--- config.mk ---
export PLATFORM = sky130hd
export DESIGN_NAME = imm_datapath
export DESIGN_NICKNAME = d
export VERILOG_FILES = /design/src/design/imm_pkg.sv /design/src/design/imm_datapath.sv
export SDC_FILE = /design/constraint.sdc
export NUM_CORES = 2
export LEC_CHECK = 0
export BUFFER_PORTS_ARGS = -buffer_cell sky130_fd_sc_hd__buf_2
export CORE_ASPECT_RATIO = 1.25
export CORE_MARGIN = 2
export CORE_UTILIZATION = 43
export DETAILED_ROUTE_END_ITERATION = 7
export PLACE_DENSITY_LB_ADDON = 0.08
export SLEW_MARGIN = 15
export SYNTH_ARGS = -nofsm -noshare
export SYNTH_HDL_FRONTEND = slang
export SYNTH_SLANG_ARGS = --single-unit
export TNS_END_PERCENT = 30
--- constraint.sdc ---
create_clock -name i_clk -period 7.33 [get_ports i_clk]
set_input_delay 0.733 -clock i_clk [delete_from_list [all_inputs] [get_ports i_clk]]
set_output_delay 0.733 -clock i_clk [all_outputs]
set_load 0.005 [all_outputs]
--- src/design/imm_pkg.sv ---
// Shared constants, helper functions and controller/datapath interface types for the matrix unit.
package imm_pkg;

    localparam int MAX_DIM = 8;
    localparam int DEPTH   = MAX_DIM * MAX_DIM;
    localparam int ADDR_W  = $clog2(DEPTH);
    localparam int IDX_W   = $clog2(MAX_DIM);
    localparam int CFG_W   = 4;
    localparam int CNT_W   = 8;
    localparam int DATA_W  = 32;
    localparam int REG_IDX_W = 2;

    // Configuration register indexes.
    localparam logic [REG_IDX_W-1:0] REG_ROWS_A = 2'd0;
    localparam logic [REG_IDX_W-1:0] REG_COLS_A = 2'd1;
    localparam logic [REG_IDX_W-1:0] REG_ROWS_B = 2'd2;
    localparam logic [REG_IDX_W-1:0] REG_COLS_B = 2'd3;

    // Result status codes.
    localparam logic STATUS_OK       = 1'b0;
    localparam logic STATUS_MISMATCH = 1'b1;

    // Effective dimension: zero acts as one, anything above the maximum is clamped.
    function automatic logic [CFG_W-1:0] eff_dim(input logic [CFG_W-1:0] v);
        logic [CFG_W-1:0] r;
        if (v == '0) begin
            r = CFG_W'(1);
        end else if (v > CFG_W'(MAX_DIM)) begin
            r = CFG_W'(MAX_DIM);
        end else begin
            r = v;
        end
        return r;
    endfunction

    typedef struct packed {
        logic              wr_a;
        logic              wr_b;
        logic [ADDR_W-1:0] wr_addr;
        logic              issue;
        logic              first;
        logic              last_k;
        logic [ADDR_W-1:0] rd_addr_a;
        logic [ADDR_W-1:0] rd_addr_b;
        logic [IDX_W-1:0]  row;
        logic [IDX_W-1:0]  col;
        logic              last;
        logic              mismatch;
    } t_dp_cmd;

    typedef struct packed {
        logic out_free;
        logic busy;
    } t_dp_status;

endpackage

--- src/design/imm_datapath.sv ---
// Datapath: operand memories, shared multiply-accumulate pipeline and output register.
module imm_datapath (
    input  logic                                 i_clk,
    input  logic                                 i_rst_n,
    input  imm_pkg::t_dp_cmd                     i_cmd,
    input  logic signed [imm_pkg::DATA_W-1:0]    i_element,
    input  logic                                 i_stall,
    output imm_pkg::t_dp_status                  o_status,
    output logic                                 o_valid,
    output logic signed [imm_pkg::DATA_W-1:0]    o_product_value,
    output logic [imm_pkg::IDX_W-1:0]            o_row_index,
    output logic [imm_pkg::IDX_W-1:0]            o_col_index,
    output logic                                 o_last,
    output logic                                 o_status_bit
);
    import imm_pkg::*;

    logic [DATA_W-1:0] store_a [DEPTH];
    logic [DATA_W-1:0] store_b [DEPTH];

    logic [DATA_W-1:0] r_rd_a, r_rd_b;
    logic              r_v1, r_first1, r_last1;
    logic [DATA_W-1:0] r_prod;
    logic              r_v2, r_first2, r_last2;
    logic [DATA_W-1:0] r_acc;
    logic              r_acc_done;
    logic [IDX_W-1:0]  r_tag_row, r_tag_col;
    logic              r_tag_last;

    logic              r_out_valid;
    logic [DATA_W-1:0] r_out_value;
    logic [IDX_W-1:0]  r_out_row, r_out_col;
    logic              r_out_last, r_out_status;

    logic [2*DATA_W-1:0] full_prod;
    logic                out_free;
    logic                move;

    assign full_prod = r_rd_a * r_rd_b;
    assign out_free  = !r_out_valid || !i_stall;
    assign move      = r_acc_done && out_free;

    // Memories and the read stage.
    always_ff @(posedge i_clk) begin
        if (i_cmd.wr_a) begin
            store_a[i_cmd.wr_addr] <= i_element;
        end
        if (i_cmd.wr_b) begin
            store_b[i_cmd.wr_addr] <= i_element;
        end
        if (i_cmd.issue) begin
            r_rd_a <= store_a[i_cmd.rd_addr_a];
            r_rd_b <= store_b[i_cmd.rd_addr_b];
        end
    end

    // Payload registers of the pipeline and output word.
    always_ff @(posedge i_clk) begin
        r_first1 <= i_cmd.first;
        r_last1  <= i_cmd.last_k;
        r_prod   <= full_prod[DATA_W-1:0];
        r_first2 <= r_first1;
        r_last2  <= r_last1;
        if (r_v2) begin
            r_acc <= r_first2 ? r_prod : r_acc + r_prod;
        end
        if (i_cmd.issue && i_cmd.first) begin
            r_tag_row  <= i_cmd.row;
            r_tag_col  <= i_cmd.col;
            r_tag_last <= i_cmd.last;
        end
        if (i_cmd.mismatch) begin
            r_out_value  <= '0;
            r_out_row    <= '0;
            r_out_col    <= '0;
            r_out_last   <= 1'b1;
            r_out_status <= STATUS_MISMATCH;
        end else if (move) begin
            r_out_value  <= r_acc;
            r_out_row    <= r_tag_row;
            r_out_col    <= r_tag_col;
            r_out_last   <= r_tag_last;
            r_out_status <= STATUS_OK;
        end
    end

    // Valid flags.
    always_ff @(posedge i_clk) begin
        if (!i_rst_n) begin
            r_v1        <= 1'b0;
            r_v2        <= 1'b0;
            r_acc_done  <= 1'b0;
            r_out_valid <= 1'b0;
        end else begin
            r_v1 <= i_cmd.issue;
            r_v2 <= r_v1;
            if (r_v2 && r_last2) begin
                r_acc_done <= 1'b1;
            end else if (move) begin
                r_acc_done <= 1'b0;
            end
            if (i_cmd.mismatch || move) begin
                r_out_valid <= 1'b1;
            end else if (!i_stall) begin
                r_out_valid <= 1'b0;
            end
        end
    end

    assign o_status.out_free = out_free;
    assign o_status.busy     = r_v1 || r_v2 || r_acc_done;

    assign o_valid         = r_out_valid;
    assign o_product_value = r_out_value;
    assign o_row_index     = r_out_row;
    assign o_col_index     = r_out_col;
    assign o_last          = r_out_last;
    assign o_status_bit    = r_out_status;

endmodule

Yosys cells after proc, flatten, opt, wreduce, memory -nomap -nowiden:

Memories as Yosys holds them, arrays and structs flattened. A register that Yosys moved wholly into a read port is not among the register bits.
Index checks and enable logic that the tools add are counted.

* register bits after elaboration: 119
* memory bits (writable): 4096
* output and inout port bits: 43
* memories: 2

* $add $sub $neg: 1
* multipliers: 1
* equality and inequality tests: 1
* multiplexer cells: 9
* reduce and logical (&&, ||, !) cells: 10

Memory list
* store_a: depth 64, bits a word 32, rd ports 1, clocked after memory_dff 1, write ports 1, RTL line imm_datapath.sv:18 `logic [DATA_W-1:0] store_a [DEPTH];`
* store_b: depth 64, bits a word 32, rd ports 1, clocked after memory_dff 1, write ports 1, RTL line imm_datapath.sv:19 `logic [DATA_W-1:0] store_b [DEPTH];`

Operator list (number)
* 32-bit adder: 1
* 32-bit by 32-bit multiplier with 32-bit output: 1
* 32-bit 2-to-1 mux: 1
* 1-bit 2-to-1 mux: 8
* 1-bit logical OR: 4
* 1-bit logical AND: 3
* 1-bit zero test: 2
* 2-bit by 1-bit != test with 1-bit output (second input constant): 1
* 2-bit nonzero test: 1

Longest topological paths before layout:

* depth in word-level cells: 5
* mapped depth: 26

Least setup slack after synthesis:

OpenSTA, ideal clock, no wires.

* kind: flip-flop to flip-flop
* start: reg r_rd_b[2], read port of store_b
* end: reg r_prod[30]
* setup time: 0.072 ns
* data arrival time: 6.628 ns
* data required time: 7.258 ns
* setup slack: 0.630 ns
* cell stages (with the launch flop): 25
* clock period less this slack: 6.700 ns
* cell sequence: edfxtp_1 > clkbuf_1 > clkbuf_1 > nand2_1 > fa_1 > fa_1 > fa_1 > fa_1 > inv_1 > fa_1 > fa_1 > inv_1 > fa_1 > inv_1 > fa_1 > ha_1 > a21o_1 > a21o_1 > a21o_1 > a21oi_1 > o21ai_0 > a211oi_1 > o21bai_1 > a21oi_1 > xnor2_1

* longest elaborated chain between the ends: 1

Ends and longest elaborated chain
* start: declaration: RTL line imm_datapath.sv:21 `logic [DATA_W-1:0] r_rd_a, r_rd_b;`
* 32-bit by 32-bit multiplier with 32-bit output: RTL line imm_datapath.sv:39 `assign full_prod = r_rd_a * r_rd_b;`
* net full_prod[30]: RTL line imm_datapath.sv:35 `logic [2*DATA_W-1:0] full_prod;`
* end signal: assignment: RTL line imm_datapath.sv:61 `r_prod <= full_prod[DATA_W-1:0];`
* end: declaration: RTL line imm_datapath.sv:23 `logic [DATA_W-1:0] r_prod;`

The timed path passes the listed nets, and every way through them passes these cells.
A chain may end at the register's enable or synchronous reset.

Worst setup path after layout:

* start: reg r_rd_a[14], read port of store_a
* end: reg r_prod[30]

* longest elaborated chain between the ends: 1

Ends and longest elaborated chain (RTL line)
* start: declaration: imm_datapath.sv:21
* 32-bit by 32-bit multiplier with 32-bit output: imm_datapath.sv:39
* net full_prod[30]: imm_datapath.sv:35

The timed path passes the listed nets, and every way through them passes these cells.

==> impl_metrics.toml <==
[power]
p_leak_uw = 0.0650
p_switching_uw = 29100
netSwitchingFraction_pct = 34.8
pwr-share-seq_pct = 33.4
pwr-share-clk_pct = 25.4
cellPowerDensity_mw_per_mm2 = 415
internal_power_uw = 54600
vdd_ir_drop_max_v = 0.00218
combPwrFrac_pct = 41.2

[floorplanning]
ioPinCount = 109
core.rowCount = 264
die_x_um = 580
initial_utilization_pct = 43.1
fp.coreArea_mm2 = 0.413
die_h_um = 724
die_area_mm2 = 0.420

[clock_network]
cts_max_level = 5
clk_pin_slew_worst_paths_ps = 70
cts_root_buffer = "clkbuf_16"
cts_tree = "built"
clk_path_buf_depth = 4
cts-buffers-inserted = 427
clock_latency_ps = 1010
clock_sinks = 4279

[final_layout]
fin_nets = 9359
finalInstanceArea_mm2 = 0.202
fin_cells = 14600
nFillCells = 33600
synthToLayoutAreaGrowth_pct = 13.1
drive_above_1_share_pct = 27.5

[flow_run]
cap_violations = 0

[drt]
vias = 84900
dr.first_iter.drc_count = 8294
firstDrtPassIters = 6
drc_errors = 0
drt-total-wl_um = 497000
via_per_inst = 5.80
wire_per_inst_um = 33.9
ant_nets = 0

[yosys]
synth_top_family_by_area = "multiplexers"
synth_edf_count = 4199
avgSynthCellArea_um2 = 21.5
synth-seq-cells = 4279
syn_area_mm2 = 0.178
synth-adder-area-share_pct = 5.68
yosys_warnings = 0
synth_async_sr_flop_share_pct = 0
synth_xor_area_share_pct = 0.496
synth-simple-area-share_pct = 2.51
synth_mux_area_share_pct = 17.0
synth_compound_area_share_pct = 0.875
syn_nets = 8925
synthCells = 8296
ys_seq_area_share_pct = 71.7
synth_cell_types = 62
synth_flop_cell = "edfxtp_1"

[sta]
worst_hold_slack_ps = 100
min_period_ps = 7080
finalClockSkew_ps = 71.8
setup_viol = 0
slew_violations = 0
setup_ws_ps = 252
timing.final.crit_share_pct = 96.6
fmax_mhz = 141
worst_slew_pin_slew_ps = 1150
finalHoldViolCount = 0
relSlewSlack_pct = 23.4

[place]
numPortBuffers = 108
dpl_cell_area_mm2 = 0.188
hpwl_um = 282000
placedCellCount = 13700
post-place-ws_ps = 146
place_congestion = 0.792

[critical_path]
setup.worst_path.end_class = "flop"
r2r-start = "r_rd_a[14]"
startpoint_type = "flop"
required_ps = 8200
crit_cells = 21
cp_slowest_cell = "fa_1"
worstPathMaxFanout = 13
crit_type = "flop to flop"
critPathLaunch = "r_rd_a[14]"
slowest_delay_ps = 750
crit_end = "r_prod[30]"
worstPathArrival_ps = 7940
path_buf_inv = 5
worst_r2r_path_depth = 21
r2r-end = "r_prod[30]"
crit_chain = "buf_4 > nand2_1 > fa_1 > inv_1 > fa_1 > inv_1 > fa_1 > inv_1 > fa_1 > fa_1 > fa_1 > fa_1 > fa_1 > ha_1 > inv_1 > or2_2 > nor3_1 > a211oi_2 > o21bai_1 > a21oi_1 > xnor2_1"
r2r_slack_ps = 250
crit_family = "adder cells"
path_common_cell = "fa_1"

[grt]
grt_pass1_wl_um = 696000
antenna_found_initial = 48
track_usage_pct = 23.6
grt_max_degree = 111
overflow = 0
grt_pass1_vias = 89500

[worst_hold_path]
hp-class = "input pin to flop"

[status]
status = "finished, final reports clean"
## cells in the mapped netlist, types with 3 or more instances
| cell type | count | share of area [%] |
|---|---|---|
| nor2b_1 | 11 | 0.039 |
| nor2_1 | 153 | 0.32 |
| nor4b_1 | 4 | 0.020 |
| and3_1 | 3 | 0.011 |
| a21o_1 | 22 | 0.093 |
| xnor2_1 | 73 | 0.36 |
| nand2b_1 | 8 | 0.028 |
| nand2_1 | 372 | 0.78 |
| o31a_1 | 3 | 0.015 |
| a21boi_0 | 3 | 0.013 |
| o21ai_1 | 23 | 0.065 |
| o31ai_1 | 6 | 0.025 |
| a21oi_1 | 92 | 0.26 |
| nand4_1 | 6 | 0.021 |
| o21a_1 | 9 | 0.038 |
| nand3b_1 | 5 | 0.021 |
| a31oi_1 | 3 | 0.011 |
| a211oi_1 | 10 | 0.042 |
| or2_2 | 5 | 0.018 |
| nand3_1 | 18 | 0.051 |
| nor3_1 | 9 | 0.025 |
| or3b_2 | 3 | 0.015 |
| dfxtp_1 | 80 | 0.90 |
| nor3b_1 | 4 | 0.017 |
| buf_2 | 116 | 0.33 |
| clkbuf_1 | 270 | 0.57 |
| a211o_1 | 6 | 0.029 |
| mux2i_1 | 19 | 0.11 |
| mux2_2 | 19 | 0.12 |
| or3_1 | 4 | 0.014 |
| ha_1 | 154 | 1.1 |
| inv_1 | 386 | 0.81 |
| and2_1 | 316 | 1.1 |
| edfxtp_1 | 4199 | 71 |
| o21ai_0 | 48 | 0.13 |
| mux4_2 | 1327 | 17 |
| buf_1 | 37 | 0.078 |
| xor2_1 | 28 | 0.14 |
| o21bai_1 | 7 | 0.029 |
| fa_1 | 409 | 4.6 |
## stage by stage
stage | total power, uW | utilization [%] | setup TNS [ps]
after floorplan | 53500 | - | 0
final | 83700 | 48.8 | 0
after global routing | 88300 | 48.8 | -0.0480
after CTS | 84200 | 48.7 | 0
after global placement | 62500 | 45.4 | 0
after detailed placement | 62900 | 45.4 | 0
## metal layers
metal  track usage (%)  vias up  wire length, um
met3              2.60      576            23400
li1                  -    34500                -
met4              7.20        8            15000
met2              40.9     2322           255000
met1              31.7    47500           203000
met5                 0        -               48
## worst min path at each step
stage / start / to / depth (start not counted)
3_3_place_gp: r_last1 / r_last2 / 0
2_1_floorplan: r_first1 / r_first2 / 0
6_report: i_stall / r_acc_done / 3
3_5_place_dp: r_first1 / r_first2 / 0
5_1_grt: i_stall / r_acc_done / 3
4_1_cts: i_stall / r_acc_done / 3
## kinds of logic after synthesis
group / Yosys count
multiplexers: 1365
AO/OA/AOI/OAI: 252
adder cells (fa/ha/maj): 563
buffers and inverters: 811
flip-flops: 4279
AND/OR/NAND/NOR: 925
XOR/XNOR: 101
## area by class of cell
cell class / count / area, um2 / share of cell area (%)
clock buffer: 529 / 11200 / 5.56
multi-input combinational: 3206 / 48300 / 24.0
inverter: 386 / 1450 / 0.719
sequential: 4279 / 128000 / 63.4
timing repair buffer: 430 / 3580 / 1.78
clock inverter: 245 / 2160 / 1.07
antenna: 117 / 293 / 0.145
tap: 5453 / 6820 / 3.39
## cells in the final DEF, fill, tap and decap left out, drive strengths merged, types with 7 or more instances in the layout
cell type and instances:
a21oi 93, dfxtp 80, nor3 9, nand2 372, a211oi 10, and2 316, fa 409, mux2 19
ha 154, buf 420, o21a 9, xnor2 73, mux4 1327, mux2i 19, nor2 153, nand2b 8
xor2 28, o31ai 7, edfxtp 4199, nand3 18, o21ai 72, clkinvlp 8, inv 400, nor2b 11
o21bai 7, clkbuf 529, diode 117, clkinv 192, dlygate4sd3 10, a21o 22, bufinv 31
## worst register-to-register path: cells and delay by family (launching register included)
kind                       cells  cell delay (ps)
DFF                            1              660
xor gates and xnor gates       1              130
AOI/OAI and AO/OA              3              400
and+or+nand+nor                3              680
adders and majority gates      9             4610
buffers and inverters          5              490
## sequential cells by signal, summed over array words and instances (netlist names), 32 cells and up
| name | flops |
|---|---|
| r_acc | 32 |
| r_rd_a | 32 |
| r_rd_b | 32 |
| r_prod | 32 |
| o_product_value | 32 |
| store_b | 2048 |
| store_a | 2048 |
## power groups by stage
stage | logic, uW | registers [uW] | clock network (uW)
finish | 34400 | 28000 | 21300
global route | 37700 | 27900 | 22600
CTS | 34500 | 28000 | 21700
detailed placement | 34400 | 28500 | 0
global placement | 34100 | 28500 | 0
floorplan | 25000 | 28400 | 0
## repair_timing
| item | 4_1_cts | 5_1_grt |
|---|---|---|
| setup buffers | 0 | 6 |
| endpoints found under the hold margin | 13 | 0 |
| setup endpoints to repair | 0 | 4 |
| gates resized for setup | 0 | 3 |
| hold buffers | 10 | 0 |
(Power assumes the default switching activity.)
