`src/design/imm_pkg.sv`:
```
// Shared constants, helper functions and controller/datapath interface types for the matrix unit.
package imm_pkg;

    localparam int MAX_DIM = 8;
    localparam int DEPTH   = MAX_DIM * MAX_DIM;
    localparam int ADDR_W  = $clog2(DEPTH);
    localparam int IDX_W   = $clog2(MAX_DIM);
    localparam int CFG_W   = 4;
    localparam int CNT_W   = 8;
    localparam int DATA_W  = 32;
    localparam int REG_IDX_W = 2;

    // Configuration register indexes.
    localparam logic [REG_IDX_W-1:0] REG_ROWS_A = 2'd0;
    localparam logic [REG_IDX_W-1:0] REG_COLS_A = 2'd1;
    localparam logic [REG_IDX_W-1:0] REG_ROWS_B = 2'd2;
    localparam logic [REG_IDX_W-1:0] REG_COLS_B = 2'd3;

    // Result status codes.
    localparam logic STATUS_OK       = 1'b0;
    localparam logic STATUS_MISMATCH = 1'b1;

    // Effective dimension: zero acts as one, anything above the maximum is clamped.
    function automatic logic [CFG_W-1:0] eff_dim(input logic [CFG_W-1:0] v);
        logic [CFG_W-1:0] r;
        if (v == '0) begin
            r = CFG_W'(1);
        end else if (v > CFG_W'(MAX_DIM)) begin
            r = CFG_W'(MAX_DIM);
        end else begin
            r = v;
        end
        return r;
    endfunction

    typedef struct packed {
        logic              wr_a;
        logic              wr_b;
        logic [ADDR_W-1:0] wr_addr;
        logic              issue;
        logic              first;
        logic              last_k;
        logic [ADDR_W-1:0] rd_addr_a;
        logic [ADDR_W-1:0] rd_addr_b;
        logic [IDX_W-1:0]  row;
        logic [IDX_W-1:0]  col;
        logic              last;
        logic              mismatch;
    } t_dp_cmd;

    typedef struct packed {
        logic out_free;
        logic busy;
    } t_dp_status;

endpackage

```
`src/design/imm_ctrl.sv`:
```
// Controller: configuration registers, load counter and the sequencer of the multiply loops.
module imm_ctrl (
    input  logic                               i_clk,
    input  logic                               i_rst_n,
    input  logic                               i_valid,
    output logic                               o_stall,
    input  logic                               i_cfg_we,
    input  logic [imm_pkg::REG_IDX_W-1:0]      i_cfg_index,
    input  logic [imm_pkg::CFG_W-1:0]          i_cfg_data,
    input  imm_pkg::t_dp_status                i_status,
    output imm_pkg::t_dp_cmd                   o_cmd
);
    import imm_pkg::*;

    typedef enum logic [1:0] {
        S_LOAD,
        S_ISSUE,
        S_WAIT
    } t_state;

    t_state            r_state, n_state;
    logic [CFG_W-1:0]  r_rows_a, r_cols_a, r_rows_b, r_cols_b;
    logic [CFG_W-1:0]  n_rows_a, n_cols_a, n_rows_b, n_cols_b;
    logic [CNT_W-1:0]  r_lc, n_lc;
    logic [IDX_W-1:0]  r_i, r_j, r_k, n_i, n_j, n_k;
    logic [ADDR_W-1:0] r_a_base, r_a_addr, r_b_addr;
    logic [ADDR_W-1:0] n_a_base, n_a_addr, n_b_addr;

    logic [CFG_W-1:0]  ra, ca, cb;
    logic [CNT_W-1:0]  na, nb, nab, lc_eff, lc_inc;
    logic              mismatch, accept;
    logic              k_last, j_last, i_last;

    always_comb begin
        ra       = eff_dim(r_rows_a);
        ca       = eff_dim(r_cols_a);
        cb       = eff_dim(r_cols_b);
        na       = CNT_W'(ra) * CNT_W'(ca);
        nb       = CNT_W'(ca) * CNT_W'(cb);
        nab      = na + nb;
        lc_eff   = (r_lc >= nab) ? '0 : r_lc;
        lc_inc   = lc_eff + CNT_W'(1);
        mismatch = (r_cols_a != r_rows_b);
        k_last   = (CFG_W'(r_k) == ca - CFG_W'(1));
        j_last   = (CFG_W'(r_j) == cb - CFG_W'(1));
        i_last   = (CFG_W'(r_i) == ra - CFG_W'(1));
    end

    always_comb begin
        unique case (r_state)
            S_LOAD:  o_stall = mismatch ? !i_status.out_free : 1'b0;
            default: o_stall = 1'b1;
        endcase
    end

    assign accept = i_valid && !o_stall;

    always_comb begin
        n_state  = r_state;
        n_rows_a = r_rows_a;
        n_cols_a = r_cols_a;
        n_rows_b = r_rows_b;
        n_cols_b = r_cols_b;
        n_lc     = r_lc;
        n_i      = r_i;
        n_j      = r_j;
        n_k      = r_k;
        n_a_base = r_a_base;
        n_a_addr = r_a_addr;
        n_b_addr = r_b_addr;
        o_cmd    = '0;

        o_cmd.rd_addr_a = r_a_addr;
        o_cmd.rd_addr_b = r_b_addr;
        o_cmd.row       = r_i;
        o_cmd.col       = r_j;
        o_cmd.last      = i_last && j_last;
        o_cmd.first     = (r_k == '0);
        o_cmd.last_k    = k_last;

        unique case (r_state)
            S_LOAD: begin
                if (accept) begin
                    if (mismatch) begin
                        o_cmd.mismatch = 1'b1;
                    end else begin
                        if (lc_eff < na) begin
                            o_cmd.wr_a    = 1'b1;
                            o_cmd.wr_addr = ADDR_W'(lc_eff);
                        end else begin
                            o_cmd.wr_b    = 1'b1;
                            o_cmd.wr_addr = ADDR_W'(lc_eff - na);
                        end
                        if (lc_inc == nab) begin
                            n_lc     = '0;
                            n_i      = '0;
                            n_j      = '0;
                            n_k      = '0;
                            n_a_base = '0;
                            n_a_addr = '0;
                            n_b_addr = '0;
                            n_state  = S_ISSUE;
                        end else begin
                            n_lc = lc_inc;
                        end
                    end
                end
            end
            S_ISSUE: begin
                o_cmd.issue = 1'b1;
                n_a_addr    = r_a_addr + ADDR_W'(1);
                n_b_addr    = r_b_addr + ADDR_W'(cb);
                n_k         = r_k + IDX_W'(1);
                if (k_last) begin
                    n_k     = '0;
                    n_state = S_WAIT;
                end
            end
            S_WAIT: begin
                if (!i_status.busy) begin
                    if (i_last && j_last) begin
                        n_state = S_LOAD;
                    end else if (j_last) begin
                        n_j      = '0;
                        n_i      = r_i + IDX_W'(1);
                        n_a_base = r_a_base + ADDR_W'(ca);
                        n_a_addr = r_a_base + ADDR_W'(ca);
                        n_b_addr = '0;
                        n_state  = S_ISSUE;
                    end else begin
                        n_j      = r_j + IDX_W'(1);
                        n_a_addr = r_a_base;
                        n_b_addr = ADDR_W'(r_j) + ADDR_W'(1);
                        n_state  = S_ISSUE;
                    end
                end
            end
            default: n_state = S_LOAD;
        endcase

        // Any register write restarts loading.
        if (i_cfg_we) begin
            n_lc = '0;
            unique case (i_cfg_index)
                REG_ROWS_A: n_rows_a = i_cfg_data;
                REG_COLS_A: n_cols_a = i_cfg_data;
                REG_ROWS_B: n_rows_b = i_cfg_data;
                REG_COLS_B: n_cols_b = i_cfg_data;
                default:    n_lc = '0;
            endcase
        end
    end

    always_ff @(posedge i_clk) begin
        if (!i_rst_n) begin
            r_state  <= S_LOAD;
            r_rows_a <= CFG_W'(1);
            r_cols_a <= CFG_W'(1);
            r_rows_b <= CFG_W'(1);
            r_cols_b <= CFG_W'(1);
            r_lc     <= '0;
            r_i      <= '0;
            r_j      <= '0;
            r_k      <= '0;
            r_a_base <= '0;
            r_a_addr <= '0;
            r_b_addr <= '0;
        end else begin
            r_state  <= n_state;
            r_rows_a <= n_rows_a;
            r_cols_a <= n_cols_a;
            r_rows_b <= n_rows_b;
            r_cols_b <= n_cols_b;
            r_lc     <= n_lc;
            r_i      <= n_i;
            r_j      <= n_j;
            r_k      <= n_k;
            r_a_base <= n_a_base;
            r_a_addr <= n_a_addr;
            r_b_addr <= n_b_addr;
        end
    end

endmodule

```
`config.mk`:
```
export PLATFORM = sky130hd
export DESIGN_NAME = imm_ctrl
export DESIGN_NICKNAME = d
export VERILOG_FILES = /design/src/design/imm_pkg.sv /design/src/design/imm_ctrl.sv
export SDC_FILE = /design/constraint.sdc
export NUM_CORES = 1
export LEC_CHECK = 0
export BUFFER_PORTS_ARGS = -buffer_cell sky130_fd_sc_hd__buf_2
export CAP_MARGIN = 5
export CELL_PAD_IN_SITES_DETAIL_PLACEMENT = 0
export CELL_PAD_IN_SITES_GLOBAL_PLACEMENT = 1
export CORE_MARGIN = 5
export CORE_UTILIZATION = 25
export CTS_BUF_LIST = sky130_fd_sc_hd__clkbuf_16
export DETAILED_ROUTE_END_ITERATION = 10
export MAX_ROUTING_LAYER = met4
export PLACE_DENSITY_LB_ADDON = 0.1
export RECOVER_POWER = 50
export SLEW_MARGIN = 20
export SYNTH_ARGS = -nofsm -noshare
export SYNTH_HDL_FRONTEND = slang
export SYNTH_SLANG_ARGS = --single-unit
```
`constraint.sdc`:
```
create_clock -name i_clk -period 11.5 [get_ports i_clk]
set_input_delay 1.15 -clock i_clk [delete_from_list [all_inputs] [get_ports i_clk]]
set_output_delay 1.15 -clock i_clk [all_outputs]
set_load 0.01 [all_outputs]
```
# After elaboration in Yosys (flattened, before gate mapping)
# Index checks and enable logic that the tools add are counted.
[totals] regBits=53 latchBits=0 ram_bits=0 rom_bits=0 output_inout_bits=32 wordCells=127 mem_count=0
[classes] add_sub_neg=13 mul=2 div_mod_pow=0 order_cmp=5 n_eq_ne=17 n_shift=0 n_mux=52 bitwise=2 n_reduce_logical=24
[op_table] cell="6-bit 2-to-1 mux" n=9
[op_table] cell="8-bit 2-to-1 mux" n=5
[op_table] cell="6-bit one-hot mux with 3 select lines" n=2
[op_table] cell="3-bit 2-to-1 mux" n=10
[op_table] cell="4-bit 2-to-1 mux" n=7
[op_table] cell="3-bit one-hot mux with 2 select lines" n=3
[op_table] cell="4-bit by 4-bit multiplier with 8-bit output" n=2
[op_table] cell="2-bit != test, second input constant" n=7
[op_table] cell="6-bit by 4-bit adder with 6-bit output" n=2
[op_table] cell="3-bit by 4-bit equality test with 1-bit output" n=3
[op_table] cell="4-bit greater-than comparator, second input constant" n=3
[op_table] cell="4-bit logical NOT" n=3
[op_table] cell="6-bit one-hot mux with 2 select lines" n=1
[op_table] cell="6-bit AND reduction" n=2
[op_table] cell="4-bit by 1-bit subtractor with 4-bit output, second input constant" n=3
[op_table] cell="2-bit 2-to-1 mux" n=5
[op_table] cell="3-bit by 1-bit adder with 3-bit output, second input constant" n=3
[op_table] cell="1-bit 2-to-1 mux" n=9
[op_table] cell="8-bit by 1-bit adder with 8-bit output, second input constant" n=1
[op_table] cell="8-bit adder" n=1
[op_table] cell="8-bit equality test" n=1
[op_table] cell="8-bit >= comparator" n=1
[op_table] cell="8-bit less-than comparator" n=1
[op_table] cell="2-bit AND reduction" n=4
[op_table] cell="19 further kinds" n=27

# Longest topological paths before layout
# Gate-level depths: netlist of the first run.
[depth] depth_word=13 depth_mapped=38

# Worst setup path after synthesis of the first run
# OpenSTA, ideal clock, no wires.
[synth_timing] path_type="flip-flop to output port" start="reg r_cols_a[3]" end="out o_cmd[23] in the netlist's numbering" t_arrival_ps=7649 path_slack_ps=2701 path_stages_with_launch=36 path_cell_list="dfxtp_1 clkbuf_1 nor2b_1 nand3_1 fa_1 inv_1 fa_1 fa_1 a21o_1 a21oi_1 xor2_1 fa_1 inv_1 ha_1 nand3_1 nand2_1 a311oi_1 xnor2_1 inv_1 ha_1 a21oi_1 o21a_1 clkbuf_1 nand2_1 ha_1 fa_1 nor2b_1 o21ai_0 a21boi_0 o21a_1 o21a_1 o21ai_0 nand2b_1 clkbuf_1 nor2_1 a211oi_1"
[synth_rtl] element="start: declaration" line="imm_ctrl.sv:22" text="logic [CFG_W-1:0] r_rows_a, r_cols_a, r_rows_b, r_cols_b;"
[synth_rtl] element="start signal: assignment" line="imm_ctrl.sv:171" text="r_cols_a <= n_cols_a;"
[synth_rtl] element="end: declaration" line="imm_ctrl.sv:11" text="output imm_pkg::t_dp_cmd o_cmd"

==> results.txt, run 1 <==
Once the clock tree was built, the resizer swapped 0 gates to a different size. The slowest library cell on the worst path is sky130_fd_sc_hd__fa_1. The slew at the pin closest to its max-slew limit is 2.16 ns. The number of CTS-inserted buffers came out at 5.

Of the total power, the share spent switching nets is 41.7%. After detailed routing, the total wire length is 15,400 microns. The global-route wire length before repair is 25,100 microns. In the final routed layout, each cell accounts on average for 16.4 microns. Sorting the synthesized cells by area gives the leading types as sky130_fd_sc_hd__dfxtp_1, sky130_fd_sc_hd__ha_1, sky130_fd_sc_hd__fa_1, sky130_fd_sc_hd__mux2i_1, sky130_fd_sc_hd__nor2_1.

The share of post-route cells with drive strength above 1 came out at 4.93%. The unique cell type count in the Yosys netlist is 63. The number of flops mapped to enable cells by yosys came out at 0.

The die span in y came out at 154 microns. The clock passes through at most 2 buffers. The worst setup path is captured at an output port.

The H-tree depth is 2. The area share of the largest cell type after synthesis came out at 20.4%. The worst setup path is launched from a register. The total inserted antenna cells is 0.

The leakage dissipation is 2.60 nW. The global routing usage on met1 came out at 16.4%. The fraction of registers with async set/reset is 0%. The class of the worst hold path is register to register. Setup repair after global routing left no endpoint under its margin. Counting flops and latches in the post-synthesis netlist gives 53. The placeable core region is 20,400 sq um. The max-slew violation count is 43. Detailed placement ended at an HPWL of 12,400 microns. The first TritonRoute pass finished after 4 iterations.

The met3 layer usage reported by global route came out at 1.90%. Counting every net in the synthesized netlist gives 732. The count of hold-fix buffers inserted at cts came out at 0. The most critical setup path has its startpoint at r_cols_a[3]$_SDFFE_PN0P_. The path with the worst hold slack has its endpoint at r_a_base[5]$_SDFFE_PN0P_. The final critical path time including I/O delays and setup is 9.79 ns.

The port buffer count is 43. IR analysis of the VDD net gives a maximum drop of 46.6 uV. For this run, the top clock speed supported by timing is 102 MHz. The number of antenna violations at the first check in global routing is 0. The clock latency reported for the late side of the worst-skew pair is 0.31 ns. Summing all non-filler instances in the final layout gives an area of 5790 sq um. For this design the total switching power over the nets is 0.000279 W.

The number of cells on the worst hold path is 2. The worst slew margin relative to its limit is -44.0%. The final hold violation count is 0. Dividing the final minimum period by the clock period gives 85.1%. The aggregate global-route resource usage is 13.4%.

The final net count is 761. The hold path startpoint is r_a_base[5]$_SDFFE_PN0P_. Once placement finished, the instance area stood at 5680 sq um.

The synthesis warning total came out at 0. The design internal power came out at 0.000390 W. The largest total area in the synthesized netlist belongs to sky130_fd_sc_hd__dfxtp_1.

In this run the clock root is driven by a sky130_fd_sc_hd__clkbuf_16. The worst setup skew after layout came out at 0.0163 ns. After global routing, the most crowded layer is met2. Clock tree synthesis found a total of 53 sinks. The number of setup violations in the final report is 0. Using the TritonRoute via totals, the vias-per-cell ratio works out to 4.81. In this design, the stage delay of the slowest critical-path cell is 0.53 ns.

The endpoint identified for the worst register-to-register timing path is r_b_addr[5]$_SDFFE_PN0P_. Sequential cells were found to cover 20.4% of the synthesized design area. The global-route track usage on met2 came out at 23.3%. The tool flagged a number of max-cap violations equal to 1. The power density normalized to cell area is 115 nW/um^2. The critical path data required time is 10.35 ns. The pin count of the biggest net entering global routing is 43. The floorplan step defined a die boundary enclosing 23,800 sq um. STA puts the critical path data arrival time at 8.64 ns.

The total congestion overflow came out at 0. The post-synthesis instance area came out at 5200 sq um. The relative contribution of sequential cells to total power is 29.7%. The largest fanout on the critical path came out at 14.

The remaining routing DRC violations is 0. The final core area utilization is 28.5%. TritonCTS built the clock tree. The buffer count from post-CTS setup fixing is 0. The die boundary width is 154 microns. The flow ran to the end, but the final reports show violations.

The global placement routability congestion came out at 0.843. The top flip-flop cell by instance count after synthesis is sky130_fd_sc_hd__dfxtp_1. For this configuration, the core starts out at a cell density of 25.6%. The relative contribution of combinational cells to total power came out at 43.8%. Among all cell types in the netlist, the one instantiated most often is sky130_fd_sc_hd__nor2_1. The final reports fail on capacitance limit, slew limit. The clock-pin slew of the registers on the worst-case setup and hold paths came out at 0.07 ns. The setup slack of the worst register-to-register path came out at 1.75 ns. The via count of the first global-routing pass is 4,694. The number of primary I/O pins came out at 44. The relative area change from synthesis to final layout came out at 11.3%. The first-iteration detailed-routing DRC count is 128.

Summed over all failing endpoints, the final setup total negative slack is 0 ns. The number of cell rows came out at 52. Counting every instance in the synthesized netlist gives 640. The routed layout has 4,525 vias. The share of power burned in the clock network is 26.5%. The type of the worst setup path is register to output port. The startpoint of the worst-slack reg-to-reg timing path is r_cols_a[3]$_SDFFE_PN0P_. By count the netlist is led by sky130_fd_sc_hd__nor2_1, sky130_fd_sc_hd__ha_1, sky130_fd_sc_hd__inv_1, sky130_fd_sc_hd__dfxtp_1, sky130_fd_sc_hd__nand2_1. The average size of a mapped cell is 8.13 sq um. The worst reg2reg path depth came out at 32. The number of nets with antenna violations after detailed routing came out at 0.
registers in the layout (all words and copies together) (netlist names):
register,count
r_j,3
r_a_addr,6
r_lc,8
r_b_addr,6
r_k,3
r_a_base,6
r_cols_a,4
r_cols_b,4
r_rows_a,4
r_rows_b,4
r_state,2
r_i,3
worst max path at each step:
stage	cells past startpoint	slack [ns]	endpoint
6_report	33	1.71	o_cmd[27]
5_1_grt	33	0.85	r_b_addr[4]$_SDFFE_PN0P_
4_1_cts	33	1.67	o_cmd[27]
3_5_place_dp	33	2.02	o_cmd[27]
3_3_place_gp	32	2.25	o_cmd[25]
2_1_floorplan	35	2.70	o_cmd[23]
cells by family (layout without fill, tap and decap cells):
kind of cell               after synthesis  count (layout)  share of synthesized area, %
and+or+nand+nor                        225             225                          21.4
AOI/OAI and AO/OA                      130             130                          17.5
buffers and inverters                   82             112                          6.20
adders and majority gates               80              80                          21.5
DFF                                     53              53                          20.4
xor gates and xnor gates                42              42                          7.60
muxes                                   28              28                          5.38
worst max-delay path: cells and delay by family (launching register included):
kind	cells	cell delay, ns
XOR/XNOR	2	0.47
adder cells (fa/ha/maj)	7	3.10
flip-flops	1	0.47
AND/OR/NAND/NOR	6	1.26
buffers and inverters	6	0.64
multiplexers	1	0.26
AO/OA/AOI/OAI	11	2.14
area by class of cell:
class | instances | area, sq um
tap | 270 | 338
clock buffer | 5 | 125
clock inverter | 3 | 41.3
sequential | 53 | 1060
inverter | 57 | 214
multi-input combinational | 505 | 3810
fill | 2233 | 14600
timing repair buffer | 47 | 209
metal layers:
metal,part of all wire (%),up-vias
met2,48,63
met3,2.7,18
li1,-,2294
met5,0,-
met4,1.9,0
met1,47,2150
power by group through the flow:
stage | Combinational, W | Clock, W | Sequential [W]
global route | 0.000324 | 0.000191 | 0.000200
floorplan | 0.000212 | 0 | 0.000200
detailed placement | 0.000298 | 0 | 0.000203
finish | 0.000293 | 0.000177 | 0.000199
global placement | 0.000302 | 0 | 0.000202
CTS | 0.000300 | 0.000186 | 0.000199
metrics by stage:
stage | hold WS [ns] | setup WS, ns | power, W | cells
after global placement | 0.458 | 2.25 | 0.000504 | 932
after floorplan | 0.435 | 2.70 | 0.000413 | 640
final | 0.475 | 1.71 | 0.000669 | 940
after detailed placement | 0.467 | 2.02 | 0.000501 | 932
after global routing | 0.509 | 0.852 | 0.000714 | 940
after CTS | 0.477 | 1.67 | 0.000685 | 940
placed cells by master (no fill, tap or decap), types with 8 or more instances in the layout:
cell type and instances:
sky130_fd_sc_hd__clkbuf_1 27, sky130_fd_sc_hd__xor2_1 18, sky130_fd_sc_hd__mux2i_1 28, sky130_fd_sc_hd__a21o_1 10, sky130_fd_sc_hd__dfxtp_1 53, sky130_fd_sc_hd__o31ai_1 8, sky130_fd_sc_hd__ha_1 64, sky130_fd_sc_hd__fa_1 16
sky130_fd_sc_hd__nand2_1 53, sky130_fd_sc_hd__nor2b_1 15, sky130_fd_sc_hd__inv_1 55, sky130_fd_sc_hd__and2_1 16, sky130_fd_sc_hd__a21oi_1 24, sky130_fd_sc_hd__nor2_1 67, sky130_fd_sc_hd__o211ai_1 8, sky130_fd_sc_hd__nand3_1 28
sky130_fd_sc_hd__buf_2 17, sky130_fd_sc_hd__o21ai_0 20, sky130_fd_sc_hd__xnor2_1 22
(Power assumes the default switching activity.)
==> inputs of run 2 (changes only) <==
- BUFFER_PORTS_ARGS: -buffer_cell sky130_fd_sc_hd__buf_2 -> -buffer_cell sky130_fd_sc_hd__buf_4
==> run 2 against run 1 <==
The run still ends with capacitance limit, slew limit left. First-iteration DRC count increased by 7.8%. Critical path depth unchanged. Clock skew decreased by 0.0075 ns. Via count about the same. Utilization increased by 0.055 points. Final area increased by 0.19%. Global-route usage increased by 0.24 points. Critical path type unchanged. Highest routed layer unchanged.
==> results.txt, run 2 (synthesis gave the netlist of run 1 again) <==
The largest voltage drop on the vdd net came out at 52.4 uV. The H-tree depth came out at 2. After the last flow step, the layout net total stands at 760. The register with the most flip-flops in the layout has 8 of them.

The first-pass iteration count of the detailed router is 4. The max-slew violation count came to 43. The total wire length came out at 15,600 microns.

The design internal power is 0.000370 W. Of the cells placed in the final design, the portion with a size suffix greater than 1 is 4.93%. The switching part of the total is 42.9%. The checks that failed: capacitance limit, slew limit. The number of cells on the worst reg-to-reg path is 32. The leakage dissipation came out at 2.61 nW. The global placement routability congestion is 0.785. The die is 154 microns wide. The share of power burned in the clock network is 23.7%. The number of cells on the worst hold path came out at 2.

By startpoint and endpoint, the worst setup path is classified as register to output port. At the pin with the least slew margin, the transition time is 2.02 ns. Of the available clock period, the critical path in the final layout requires 86.0%. The effective utilization at floorplan came out at 25.6%. The buffer cell driving the clock tree root is sky130_fd_sc_hd__clkbuf_16.

The die span in y is 154 microns. The total inserted antenna cells came out at 0. The number of antenna violations at the first check in global routing came to 0. The startpoint of the worst-slack reg-to-reg timing path is r_cols_a[3]$_SDFFE_PN0P_.

The flow ran to the end, but the final reports show violations. The worst slew margin relative to its limit is -34.7%. The number of clock buffers added by TritonCTS is 5. The number of cell rows came out at 52.

The placeable core region came out at 20,400 sq um. In the final routed layout, each cell accounts on average for 16.7 microns. The count of buffers added on input and output ports is 43. The number of vias in the routed layout came out at 4,523. The count of max-cap constraint violations came out at 1. The library cell used most frequently in the layout, excluding fill and tap cells, is sky130_fd_sc_hd__nor2_1.

The clock latency reported for the late side of the worst-skew pair is 0.30 ns. The final hold violation count came out at 0. The via count of the first global-routing pass came out at 4,673.

For this run the aggregate overflow at the end of global routing stands at 0. The final critical path time including I/O delays and setup came out at 9.89 ns. The startpoint type of the worst setup path is a register. The average vias per placed instance is 4.82. The relative area change from synthesis to final layout is 11.5%.

The arrival time reported for the critical path endpoint is 8.74 ns. The min-delay analysis places its worst path in the category register to register. The number of setup violations in the final report came out at 0. The buffer count from post-CTS setup fixing is 0. For this design, the sink count on the clock tree is 53. Along the worst path, the maximum fanout reaches 14. The most numerous cell type found on the critical path is sky130_fd_sc_hd__fa_1.

The pin count of the biggest net entering global routing came out at 43. The slowest stage of the critical path is the sky130_fd_sc_hd__fa_1 cell. For flop-to-flop paths, the worst setup slack is 1.79 ns. The clock-pin slew of the registers on the worst-case setup and hold paths came out at 0.07 ns.

The reported net switching power is 0.000278 W. The number of nets with antenna violations after detailed routing came out at 0. On the worst path, the slowest cell contributes a delay of 0.53 ns.

The endpoint identified for the worst register-to-register timing path is r_a_base[1]$_SDFFE_PN0P_. The remaining routing DRC violations came out at 0. The count of hold-fix buffers inserted at cts is 0. The overall die area is 23,800 sq um. The area after detailed placement came out at 5780 sq um. The maximum count of clock buffers along a single path came out at 2. In the layout the commonest cells are sky130_fd_sc_hd__nor2_1, sky130_fd_sc_hd__ha_1, sky130_fd_sc_hd__inv_1. TritonCTS built the clock tree. The path with the worst hold slack has its endpoint at r_a_base[5]$_SDFFE_PN0P_. For the final database, setup skew stands at 0.00879 ns. The relative contribution of sequential cells to total power came out at 30.6%. More flip-flops sit in one register than any other, and that register is r_lc. The setup TNS is 0 ns. The worst setup timing slack at the placement stage came out at 1.89 ns. The finished cells cover 5810 sq um.

In this run the most critical hold path is launched from r_a_base[5]$_SDFFE_PN0P_. For the worst setup path, the data required time is 10.35 ns. The first-iteration detailed-routing DRC count came out at 138. The power density normalized to cell area came out at 112 nW/um^2. Setup repair after global routing left no endpoint under its margin.

The quantity of gates resized following cts is 0. The aggregate global-route resource usage is 13.7%. The achievable frequency is 101 MHz. The worst setup path is captured at an output port. After filler insertion, the fill cell instance count of the layout stands at 2,206. The number of primary I/O pins is 44. Setup slack closes at 1.61 ns. The sum of net half-perimeters after detailed placement is 12,500 microns. The first global-routing pass estimated 25,500 microns of wire. The relative contribution of combinational cells to total power is 45.6%.
[run 2: per-layer routing]
metal	vias to the layer above	global-route usage [%]	wire (microns)
li1	2289	-	-
met1	2155	17.5	7520
met2	64	22.6	7450
met3	15	1.96	329
met4	0	3.78	340
met5	-	-	0
[run 2: final cells by class]
cell class	instances	area (sq um)	area share [%]
multi-input cells	505	3810	65.6
flip-flops and latches	53	1060	18.3
well taps	270	338	5.82
repair buffers	46	248	4.27
inverters	57	214	3.69
clock buffers	5	125	2.16
clock inverters	3	13.8	0.237
[run 2: worst max-delay path, delay by kind of cell (launching register included)]
kind                       cells  cell delay, ns
AOI/OAI and AO/OA             11            2.21
xor gates and xnor gates       2            0.48
adders and majority gates      8            3.33
buffers and inverters          5            0.57
DFF                            1            0.47
muxes                          1            0.26
and+or+nand+nor                6            1.13
[run 2: per-stage QoR]
stage | hold slack (ns) | util [%] | power (W) | instances
6_report | 0.473 | 28.5 | 0.000648 | 939
5_1_grt | 0.522 | 28.5 | 0.000695 | 939
4_1_cts | 0.478 | 29.1 | 0.000670 | 939
3_5_place_dp | 0.466 | 28.4 | 0.000509 | 931
3_3_place_gp | 0.460 | 28.4 | 0.000510 | 931
2_1_floorplan | 0.435 | - | 0.000413 | 640
[run 2: worst max path at each step]
stage,start,endpoint,slack [ns],cells past startpoint
floorplan,r_cols_a[3]$_SDFFE_PN0P_,o_cmd[23],2.70,35
global placement,r_cols_a[3]$_SDFFE_PN0P_,o_cmd[25],2.21,33
detailed placement,r_cols_a[3]$_SDFFE_PN0P_,o_cmd[27],1.89,33
CTS,r_cols_a[3]$_SDFFE_PN0P_,o_cmd[27],1.57,33
global route,r_cols_a[3]$_SDFFE_PN0P_,o_cmd[28],0.94,33
finish,r_cols_a[3]$_SDFFE_PN0P_,o_cmd[27],1.61,33
[run 2: power groups by stage]
stage	Sequential, W	Combinational (W)	Clock, W
3_5_place_dp	0.000203	0.000307	0
5_1_grt	0.000200	0.000329	0.000167
2_1_floorplan	0.000200	0.000212	0
6_report	0.000198	0.000296	0.000154
4_1_cts	0.000198	0.000308	0.000164
3_3_place_gp	0.000202	0.000308	0
==> inputs of run 3 (changes only) <==
- ABC_AREA: unset -> 1
==> run 3 against run 2 <==
The run now ends clean. Sequential power rose by 21%. Wire length rose by 0.95%. Sequential share of layout area fell by 0.16 points. Critical path depth did not move. Non-clock buffer count fell by 3. Clock skew rose by 0.00060 ns. Die area rose by 0.47%. Sequential cell count did not move. Worst setup slack improved by 0.20 ns. Fmax rose by 2.1%. Register-to-register slack improved by 1.2 ns. Highest routed layer unchanged.
==> results.txt, run 3 <==
By startpoint and endpoint, the worst setup path is classified as register to output port. The H-tree depth came out at 2. Of the cells placed in the final design, the portion with a size suffix greater than 1 is 7.01%. During placement, the flow inserted port buffers numbering 43.

The placeable core region came out at 20,800 sq um. The synthesized net count is 855. After synthesis, the most frequently instantiated cells are sky130_fd_sc_hd__nand2_1, sky130_fd_sc_hd__inv_1, sky130_fd_sc_hd__nor2_1, sky130_fd_sc_hd__ha_1, sky130_fd_sc_hd__dfxtp_1.

The die span in y came out at 155 microns. The max-slew violation count is 0. The total inserted antenna cells came out at 0. The worst slew margin relative to its limit came out at 28.0%. Gates resized during post-CTS repair numbered 0.

The pin count of the biggest net entering global routing is 44. The setup TNS is 0 ns. The number of CTS-inserted buffers is 5.

The number of storage elements in the synthesis netlist came out at 53. The first-pass iteration count of the detailed router came out at 4. The aggregate global-route resource usage is 14.0%. On the worst path, the slowest cell contributes a delay of 0.81 ns. For this design, the sink count on the clock tree is 53. The leakage dissipation came out at 2.84 nW. The share of power burned in the clock network came out at 20.5%. The first global-routing pass estimated 26,000 microns of wire.

Clock-pin slew was measured on the worst setup and hold paths at 0.08 ns. The relative area change from synthesis to final layout came out at 12.0%. The total wire length is 15,800 microns. Net switching is 46.5% of the power. The most used flip-flop cell after synthesis is sky130_fd_sc_hd__dfxtp_1. Hold timing on the final database bottoms out at a slack of 0.470 ns. The detailed route wirelength on metal3 is 381 microns. STA classifies the critical path endpoint as an output port. The worst setup timing slack at the placement stage came out at 2.41 ns. The cell that appears most often on the critical path is sky130_fd_sc_hd__nand2_1. The final hold violation count is 0. The share of total power dissipated in combinational logic is 48.5%. TritonCTS built the clock tree. The final critical path time including I/O delays and setup came out at 9.69 ns. The average size of a mapped cell is 6.86 sq um. The final core area utilization is 28.1%. The number of filler cells placed in the layout is 2,381.

For this configuration, the core starts out at a cell density of 25.1%. The commonest non-fill, non-tap cell in the layout is sky130_fd_sc_hd__nand2_1. The area share of the largest cell type after synthesis is 20.3%. The number of flops mapped to enable cells by yosys came out at 0. The global placement routability congestion is 0.858. The proportion of synthesized chip area in sequential cells came out at 20.3%. The critical path data required time came out at 10.35 ns. The number of primary I/O pins is 44. In this run, post-CTS hold repair placed 0 buffers. The number of antenna violations at the first check in global routing is 0.

The buffer count from post-CTS setup fixing is 0. Data arrives at the worst endpoint at 8.54 ns. The part of the cycle the worst path needs came out at 84.2%. Leaving out fill and tap cells, the most frequent cells in the layout are sky130_fd_sc_hd__nand2_1, sky130_fd_sc_hd__inv_1, sky130_fd_sc_hd__nor2_1. The final route contains 4,799 vias. The routed metal-1 wire length came out at 7490 microns. The worst setup path is launched from a register. The post-synthesis instance area is 5230 sq um. The achievable frequency is 103 MHz.

Across the routed clock network, the largest skew measured is 0.00939 ns. The synthesized instance count is 763. The worst setup slack after layout came out at 1.81 ns. The run finished with clean final reports. The sum of net half-perimeters after detailed placement is 13,000 microns. For this run, design rule violations remaining after detail routing come to 0. The first-iteration detailed-routing DRC count came out at 180. The worst-case IR drop observed on VDD is 56.4 uV. The die boundary width is 155 microns. The number of nets with antenna violations after detailed routing is 0. The class of the worst hold path is register to register. The routed length per placed instance came out at 14.7 microns. The average vias per placed instance is 4.47. The register with the highest flop count is r_lc.

After synthesis, the cell types taking the most area are sky130_fd_sc_hd__dfxtp_1, sky130_fd_sc_hd__ha_1, sky130_fd_sc_hd__nand2_1, sky130_fd_sc_hd__inv_1, sky130_fd_sc_hd__nor2_1. The final net count came out at 890. The total congestion overflow came out at 0. The relative contribution of sequential cells to total power came out at 31.1%. The unique cell type count in the Yosys netlist is 46.

The slew at the pin closest to its max-slew limit came out at 1.08 ns. The design internal power is 0.000412 W. Signal routing reaches up to met4. Of all flip-flops after synthesis, the portion carrying an async set or reset was 0%. The flip-flop count of the largest register, all copies and words added is 8. The via count of the first global-routing pass is 4,907. The detailed route wirelength on metal2 is 7610 microns. The cell taking the most area after synthesis is sky130_fd_sc_hd__dfxtp_1. The maximum count of clock buffers along a single path came out at 2. At the later pin of the worst-skew pair, clock insertion delay measures 0.31 ns. The synthesis warning total came out at 0. The power density normalized to cell area is 132 nW/um^2.

The largest fanout on the critical path is 11. The buffer cell driving the clock tree root is sky130_fd_sc_hd__clkbuf_16. Setup violations remaining at the end of the flow were counted as 0.

The number of cell rows is 53. The slowest library cell on the worst path is sky130_fd_sc_hd__nor2_1. The reported net switching power came out at 0.000358 W.

The completed layout was analyzed and its total power is 0.000771 W. Yosys instantiated no cell more often than sky130_fd_sc_hd__nand2_1. The count of max-cap constraint violations came out at 0. Setup repair after global routing left no endpoint under its margin. The die covers 23,900 sq um.
## run 3: cell count changes in the layout (fill, tap and decap cells not counted), sizes merged, moves of 21 or more
cell and change:
a21oi +21, nor2 +38, nand3 +21, mux2i -28, nand2 +109, inv +65
## run 3: worst paths after layout
check,from,to,slack (ns),depth (start not counted)
worst max-delay path,r_cols_a[3]$_SDFFE_PN0P_,o_cmd[26],1.81,33
worst min register to register,r_cols_b[0]$_SDFFE_PN1P_,r_cols_b[0]$_SDFFE_PN1P_,0.47,2
worst max register to register,r_cols_a[3]$_SDFFE_PN0P_,r_b_addr[1]$_SDFFE_PN0P_,2.99,36
worst min-delay path,r_cols_b[0]$_SDFFE_PN1P_,r_cols_b[0]$_SDFFE_PN1P_,0.47,2
## run 3: per-stage QoR
stage                     instance area (sq um)  instances
final                                      5860       1074
after floorplan                            5230        763
after CTS                                  5950       1074
after global placement                     5800       1066
after detailed placement                   5800       1066
after global routing                       5860       1074
## run 3: worst max-delay path, delay by kind of cell, from the launching register on
family | cells | cell delay, ns
buffers and inverters | 4 | 0.43
AO/OA/AOI/OAI | 7 | 1.16
adder cells (fa/ha/maj) | 8 | 3.27
flip-flops | 1 | 0.43
XOR/XNOR | 2 | 0.47
AND/OR/NAND/NOR | 12 | 2.44
## run 3: cells by family (layout without fill, tap and decap cells)
group	after synthesis	count (layout)	synth area share [%]
compound gates	110	110	12.0
xor+xnor	36	36	6.17
fa+ha+maj	80	80	21.4
buf+inv	137	173	10.6
flops	53	53	20.3
simple gates	347	347	29.6
## run 3: layout make-up
cell class / instances / area [sq um] / share of cell area (%)
Clock inverter: 3 / 21.3 / 0.363
Inverter: 122 / 458 / 7.82
Sequential cell: 53 / 1060 / 18.1
Tap cell: 275 / 344 / 5.87
Multi-Input combinational cell: 573 / 3610 / 61.7
Timing Repair Buffer: 43 / 236 / 4.04
Clock buffer: 5 / 125 / 2.14
## run 3: layer usage
layer  up-vias  global-route usage [%]
li1       2519                       -
met2        61                    24.0
met5         -                       -
met4         0                    3.62
met3        14                    1.76
met1      2205                    17.5
## run 3: power by group through the flow
stage | clock (W) | sequential, W | combinational [W]
6_report | 0.000158 | 0.000239 | 0.000374
5_1_grt | 0.000176 | 0.000245 | 0.000427
4_1_cts | 0.000168 | 0.000241 | 0.000400
3_5_place_dp | 0 | 0.000244 | 0.000398
3_3_place_gp | 0 | 0.000244 | 0.000396
2_1_floorplan | 0 | 0.000241 | 0.000272
